## src/rtl/ring_sector_inside_test_core_assert.svh

```systemverilog
// assertion macros for the ring sector test core
// no dependencies; included by the top level
`ifndef RING_SECTOR_INSIDE_TEST_CORE_ASSERT_SVH
`define RING_SECTOR_INSIDE_TEST_CORE_ASSERT_SVH

// same-cycle implication, reset masked
`define RSIT_ASSERT_IMP(name, clk, rstn, ante, cons, msg) \
    name: assert property (@(posedge clk) disable iff (!rstn) (ante) |-> (cons)) \
        else $error(msg);

// next-cycle implication, reset masked
`define RSIT_ASSERT_NXT(name, clk, rstn, ante, cons, msg) \
    name: assert property (@(posedge clk) disable iff (!rstn) (ante) |=> (cons)) \
        else $error(msg);

`endif

```

## src/rtl/rsit_pkg.sv

```systemverilog
// shared types, constants and the angle table of the ring sector test
// no dependencies
package rsit_pkg;

    localparam int CORDIC_ITERS = 16;
    localparam int ANGLE_BITS   = 16;
    localparam int Q_DEPTH      = 4;
    localparam int Q_AW         = $clog2(Q_DEPTH);

    // result codes, two bit signed
    localparam logic [1:0] CODE_IN  = 2'b01;
    localparam logic [1:0] CODE_ON  = 2'b00;
    localparam logic [1:0] CODE_OUT = 2'b11;

    // register indexes
    localparam logic [2:0] REG_CENTER_RE   = 3'd0;
    localparam logic [2:0] REG_CENTER_IM   = 3'd1;
    localparam logic [2:0] REG_RING_RADIUS = 3'd2;
    localparam logic [2:0] REG_VERT_SCALE  = 3'd3;
    localparam logic [2:0] REG_START_FRAC  = 3'd4;
    localparam logic [2:0] REG_END_FRAC    = 3'd5;
    localparam logic [2:0] REG_RING_WIDTH  = 3'd6;

    typedef struct packed {
        logic signed [31:0] center_re;
        logic signed [31:0] center_im;
        logic [31:0]        ring_radius;
        logic [31:0]        vert_scale;
        logic [16:0]        start_frac;
        logic [16:0]        end_frac;
        logic [31:0]        ring_width;
    } cfg_t;

    // classified point handed from front to back
    typedef struct packed {
        logic [1:0]  code;
        logic [29:0] nx;
        logic [29:0] ny;
        logic        ux_zero;
        logic        uy_zero;
        logic        dx_neg;
        logic        dy_neg;
    } qitem_t;

    // one cordic stage
    typedef struct packed {
        logic signed [32:0] x;
        logic signed [32:0] y;
        logic signed [33:0] z;
        logic [1:0]         code;
        logic               ux_zero;
        logic               uy_zero;
        logic               dx_neg;
        logic               dy_neg;
    } cstage_t;

    // atan(2^-i) in Q0.32 turns
    function automatic logic [31:0] atan_turn(input logic [4:0] i);
        logic [31:0] r;
        case (i)
            5'd0:  r = 32'd536870912;
            5'd1:  r = 32'd316933406;
            5'd2:  r = 32'd167458907;
            5'd3:  r = 32'd85004756;
            5'd4:  r = 32'd42667331;
            5'd5:  r = 32'd21354465;
            5'd6:  r = 32'd10679838;
            5'd7:  r = 32'd5340245;
            5'd8:  r = 32'd2670163;
            5'd9:  r = 32'd1335087;
            5'd10: r = 32'd667544;
            5'd11: r = 32'd333772;
            5'd12: r = 32'd166886;
            5'd13: r = 32'd83443;
            5'd14: r = 32'd41722;
            5'd15: r = 32'd20861;
            5'd16: r = 32'd10430;
            5'd17: r = 32'd5215;
            5'd18: r = 32'd2608;
            5'd19: r = 32'd1304;
            5'd20: r = 32'd652;
            5'd21: r = 32'd326;
            5'd22: r = 32'd163;
            5'd23: r = 32'd81;
            5'd24: r = 32'd41;
            5'd25: r = 32'd20;
            5'd26: r = 32'd10;
            5'd27: r = 32'd5;
            5'd28: r = 32'd3;
            5'd29: r = 32'd1;
            5'd30: r = 32'd1;
            default: r = 32'd0;
        endcase
        return r;
    endfunction

endpackage

```

## src/rtl/rsit_queue.sv

```systemverilog
// short register queue between front and back pipelines
// depends on rsit_pkg
module rsit_queue (
    input  logic             aclk,
    input  logic             aresetn,
    input  logic             push,
    input  rsit_pkg::qitem_t push_item,
    input  logic             pop,
    output rsit_pkg::qitem_t pop_item,
    output logic             full,
    output logic             not_empty,
    output logic [rsit_pkg::Q_AW:0] count
);
    import rsit_pkg::*;

    qitem_t        mem_reg [Q_DEPTH];
    logic [Q_AW-1:0] wr_reg, rd_reg;
    logic [Q_AW:0]   cnt_reg;

    assign full      = (cnt_reg == (Q_AW+1)'(Q_DEPTH));
    assign not_empty = (cnt_reg != '0);
    assign count     = cnt_reg;
    assign pop_item  = mem_reg[rd_reg];

    // pointers and fill count
    always_ff @(posedge aclk) begin
        if (!aresetn) begin
            wr_reg  <= '0;
            rd_reg  <= '0;
            cnt_reg <= '0;
        end else begin
            if (push) wr_reg <= wr_reg + 1'b1;
            if (pop)  rd_reg <= rd_reg + 1'b1;
            if (push && !pop) begin
                cnt_reg <= cnt_reg + 1'b1;
            end else if (pop && !push) begin
                cnt_reg <= cnt_reg - 1'b1;
            end
        end
    end

    // storage
    always_ff @(posedge aclk) begin
        if (push) mem_reg[wr_reg] <= push_item;
    end

endmodule

```

## config.mk

```make
export PLATFORM = sky130hd
export DESIGN_NAME = rsit_queue
export DESIGN_NICKNAME = d
export VERILOG_FILES = /design/src/rtl/ring_sector_inside_test_core_assert.svh /design/src/rtl/rsit_pkg.sv /design/src/rtl/rsit_queue.sv
export SDC_FILE = /design/constraint.sdc
export NUM_CORES = 1
export LEC_CHECK = 0
export ABC_AREA = 1
export CAP_MARGIN = 10
export CORE_UTILIZATION = 65
export CTS_CLUSTER_SIZE = 20
export DETAILED_ROUTE_END_ITERATION = 8
export DONT_BUFFER_PORTS = 1
export PLACE_DENSITY = 0.93
export SKIP_CTS_REPAIR_TIMING = 1
export SKIP_LAST_GASP = 1
export SLEW_MARGIN = 30
export SYNTH_ARGS = -nofsm -noshare
export SYNTH_HDL_FRONTEND = slang
export SYNTH_SLANG_ARGS = --single-unit
```

## constraint.sdc

```tcl
create_clock -name aclk -period 4.7 [get_ports aclk]
set_input_delay 0.235 -clock aclk [delete_from_list [all_inputs] [get_ports aclk]]
set_output_delay 0.235 -clock aclk [all_outputs]
set_load 0.03 [all_outputs]
```

* After elaboration in Yosys (flattened, before gate mapping)
Memory sizes are Yosys's and may differ from the RTL's. A register that Yosys moved wholly into a read port is not among the register bits.
Index checks and enable logic that the tools add are counted.
** Cells by class
- Add/sub/neg operators :: 4
- Reductions and logical operators :: 6
- Bitwise gates (word level) :: 0
- Multiplexer cells :: 6
- Div/mod/pow operators :: 0
- Multipliers :: 0
- $lt $le $gt $ge :: 0
- Shift operators :: 0
- Equality and inequality tests :: 1
** Operators by type and width (number)
- 3-bit 2-to-1 mux :: 2
- 2-bit by 1-bit adder with 2-bit output, second input constant :: 2
- 2-bit 2-to-1 mux :: 2
- 3-bit by 1-bit adder with 3-bit output, second input constant :: 1
- 3-bit equality test, second input constant :: 1
- 3-bit nonzero test :: 1
- 3-bit by 1-bit subtractor with 3-bit output, second input constant :: 1
- 1-bit logical AND :: 2
- 1-bit zero test :: 2
- 1-bit 2-to-1 mux :: 2
- 2-bit nonzero test :: 1
** Word-level totals
- Flip-flop bits (word level) :: 7
- Bits of input ports :: 70
- Memory bits (writable) :: 264
- ROM bits :: 0
- Output and inout bits :: 71
- Memories :: 1
- Logic and storage cells :: 21
- Bits in latches :: 0
** Memory list
- mem_reg :: depth 4, bits a word 66, rd ports 1, clocked after Yosys merged registers in 1, wr ports 1, RTL line rsit_queue.sv:16 : qitem_t mem_reg [Q_DEPTH];

* Logic depth before layout (Yosys ltp)
- Depth in word-level cells :: 4
- Mapped depth :: 10
- Gate-level depth less buffers :: 10

* Worst setup path before layout
No wires, ideal clock.
- Path type :: register to register
- Start point :: register wr_reg[0]
- End point :: memory mem_reg[2][0] in the netlist's numbering, enable pin
- Stages on the path, launching flop included :: 5
- Required time :: 4.280 ns
- Data arrival time :: 1.871 ns
- Setup time :: 0.420 ns
- Path buffers :: 0
- Period minus slack after synthesis :: 2.291 ns
- Slack :: 2.409 ns
- Cell sequence :: dfxtp_1 inv_1 ha_1 nand2_1 inv_1
** RTL lines
- start: declaration :: RTL line rsit_queue.sv:17 : logic [Q_AW-1:0] wr_reg, rd_reg;
- start signal: assignment :: RTL line rsit_queue.sv:32 : if (push) wr_reg <= wr_reg + 1'b1;
- end: declaration :: RTL line rsit_queue.sv:16
Straight into the memory's write port.

==> results.txt <==
The run finished with clean final reports. The internal power is 4.11 mW. STA classifies the critical path endpoint as an output pin. The critical-path maximum fanout came out at 88. Dividing the detail-routed via count by the number of cells gives 6.10. The count of port buffers added during placement came out at 0. The number of hold violations in the final report came out at 0. The number of buffers created by CTS came out at 26. For this run, the detailed router's first-pass iteration total came to 7. TritonCTS built the clock tree. The number of warning messages in the yosys log came out at 0. The library cell used most frequently in the layout, excluding fill and tap cells, is edfxtp_1. In this run the number of H-tree levels came out at 1.

The die extent in y is 131 um. The area of the die came out at 17200 sq um. The switching power came out at 1.33 mW.

The CTS sink count is 273. The final setup TNS came out at 0 ns. In this run the worst hold path is classified as in2reg. Summed over all layers, the global routing overflow is 0. For this design the ratio of total power to cell area is 439 nW/um^2. The floorplan step defined a core boundary enclosing 16100 sq um.

Entering global routing, the biggest net connects 89 pins. STA classifies the critical path startpoint as a flip-flop. The sum of routed wire length over all layers came out at 21.9 mm.

The endpoint required time on the critical path is 4.47 ns. The post-DP HPWL came out at 11.7 mm. The number of enable flip-flop cells after synthesis came out at 264.

For the pin with the worst max-slew slack, the measured transition is 0.973 ns. The number of I/O pins came out at 141. The net count of the mapped netlist is 773. The filler-free cell count of the finished design is 998. In the final layout, the share of cells above drive strength 1 is 0.179. IR analysis of the VDD net gives a maximum drop of 0.000404 V. In the final routed layout, each cell accounts on average for 21.9 um. The root cell of the clock tree is clkbuf_16. The count of mapped cells out of synthesis is 697. The cell area that synthesis handed to floorplanning was 10800 sq um. For the finished layout, the period the worst path requires is 3.19 ns. Setup repair after global routing left no endpoint under its margin. The via total after detailed routing is 6088.

Of the total power, the share spent switching nets is 0.244. The type of the worst setup path is reg2out. The highest clock frequency the design can meet came out at 0.313 GHz. The static leakage is 4.05 nW. Leaving out fill and tap cells, the most frequent cells in the layout are edfxtp_1 (264), o21ai_0 (124), nor2_1 (92). For this run, the leading register cell type out of synthesis is edfxtp_1. The worst setup slack for register-to-register paths came out at 2.36 ns. The clock tree skew after final layout is 0.0249 ns. After clock tree synthesis, the clock-pin slew on the worst setup and hold paths is 0.06 ns.

Yosys mapped the design onto 25 distinct sky130hd cell types. At the end of routability-driven placement, the weighted congestion stood at 0.757. Max-cap violations in this run came to 0. The fraction of synthesis flops using an asynchronous set or reset pin is 0. The total of endpoints with negative setup slack in the final report is 0. The initial standard-cell utilization of the core came out at 0.674. The flop and latch count out of synthesis is 273. The synthesis-to-finish area growth came out at 14.6%. The worst pin sits at a relative slew slack of 0.350. For this run, the total global-route usage over all layers was measured as 0.238. The share of power burned in the clock network came out at 0.369.

The final number of max-transition violations was 0. The number of standard-cell rows in the floorplan is 46. In the final design database the tool counted 837 nets. The portion of total power attributed to sequential cells is 0.521. The remaining antenna violation count after routing is 0.

Dividing the final minimum period by the clock period gives 0.680. The later-pin clock latency in the skew report is 0.53 ns. The mean cell area of the mapped netlist is 15.5 sq um.

The data arrival time of the critical path came out at 2.96 ns. The number of antenna violations at the first check in global routing came to 1. The flip-flop count of the largest register after layout is 264. The remaining design rule violation count is 0. The count of fill cells added during filler insertion came out at 832. The part of the Yosys area used for sequential elements is 0.749. The combinational cell fraction of total power is 0.110. The floorplan die width is 131 um. The first global-routing pass estimated 30.2 mm of wire. The clock passes through at most 3 buffers. The total placed cells including tap cells came out at 880.

The via count of the first global-routing pass came out at 5820. After the first detailed-routing iteration, the DRC count stood at 518.
-- Yosys cell counts (4+ instances only) --
master / instances / area, sq um
buf_6: 5 / 56.3
inv_1: 15 / 56.3
nor2_4: 40 / 450
edfxtp_1: 264 / 7930
clkbuf_1: 22 / 82.6
a21oi_1: 4 / 20.0
o22ai_1: 26 / 163
o22ai_2: 40 / 500
nor2_1: 92 / 345
buf_12: 5 / 100
o21ai_0: 124 / 621
o21ai_2: 4 / 35.0
nand2_1: 10 / 37.5
buf_2: 9 / 45.0
ha_1: 5 / 62.6
o21ai_1: 10 / 50.1
dfxtp_1: 9 / 180
nor2_2: 6 / 37.5
-- worst max-delay path, stage by stage, from the launching register on --
cell and delay [ns]:
dfxtp_4 0.54, inv_6 0.74, buf_4 0.44, o21ai_1 0.10, o22ai_1 0.56
-- through the flow --
stage | util | power [mW] | worst slack [ns] | hold WS (ns) | cell area [sq um]
finish | 0.773 | 5.44 | 1.51 | 0.0373 | 12400
floorplan | - | 3.33 | 2.41 | 0.334 | 10800
global placement | 0.677 | 3.38 | 2.09 | 0.334 | 10900
global route | 0.773 | 5.61 | 1.37 | 0.0531 | 12400
detailed placement | 0.678 | 3.41 | 2.04 | 0.334 | 10900
CTS | 0.729 | 5.39 | 1.50 | -0.221 | 11700
-- path summary, 6_finish.rpt --
kind | from | endpoint | cells past startpoint
hold reg to reg | rd_reg[1]$_SDFFE_PN0P_ | flip-flop | 1
setup reg to reg | wr_reg[0]$_SDFFE_PN0P_ | mem_reg[2][14]$_DFFE_PP_ | 5
hold / removal | push | count[0]$_SDFFE_PN0P_ | 2
setup / recovery | flip-flop | pop_item[44] | 4
-- per-layer routing --
layer	GRT usage	wire length, um	up-vias
met5	0	0	-
met2	0.438	11600	241
met1	0.268	8240	3054
met4	0.0771	522	0
met3	0.0662	1470	41
li1	-	-	2752
-- cell families after synthesis --
group	synth area share
buf+inv	0.0333
flops	0.749
fa+ha+maj	0.00763
simple gates	0.0819
compound gates	0.128
-- cell type report --
cell class	count	area, sq um	area share
inverters	17	76.3	0.00615
clock inverters	12	140	0.0113
repair buffers	78	758	0.0611
diodes	1	2.50	0.000202
flip-flops and latches	273	8110	0.654
multi-input cells	365	2360	0.190
clock buffers	36	688	0.0555
well taps	216	270	0.0218
-- power by group through the flow --
stage / sequential [mW] / combinational (mW) / clock (mW)
finish: 2.83 / 0.598 / 2.01
global route: 2.84 / 0.633 / 2.13
CTS: 2.83 / 0.525 / 2.03
detailed placement: 2.88 / 0.522 / 0
global placement: 2.88 / 0.501 / 0
floorplan: 2.87 / 0.462 / 0
Note: power is estimated with default switching activity, not from simulation.
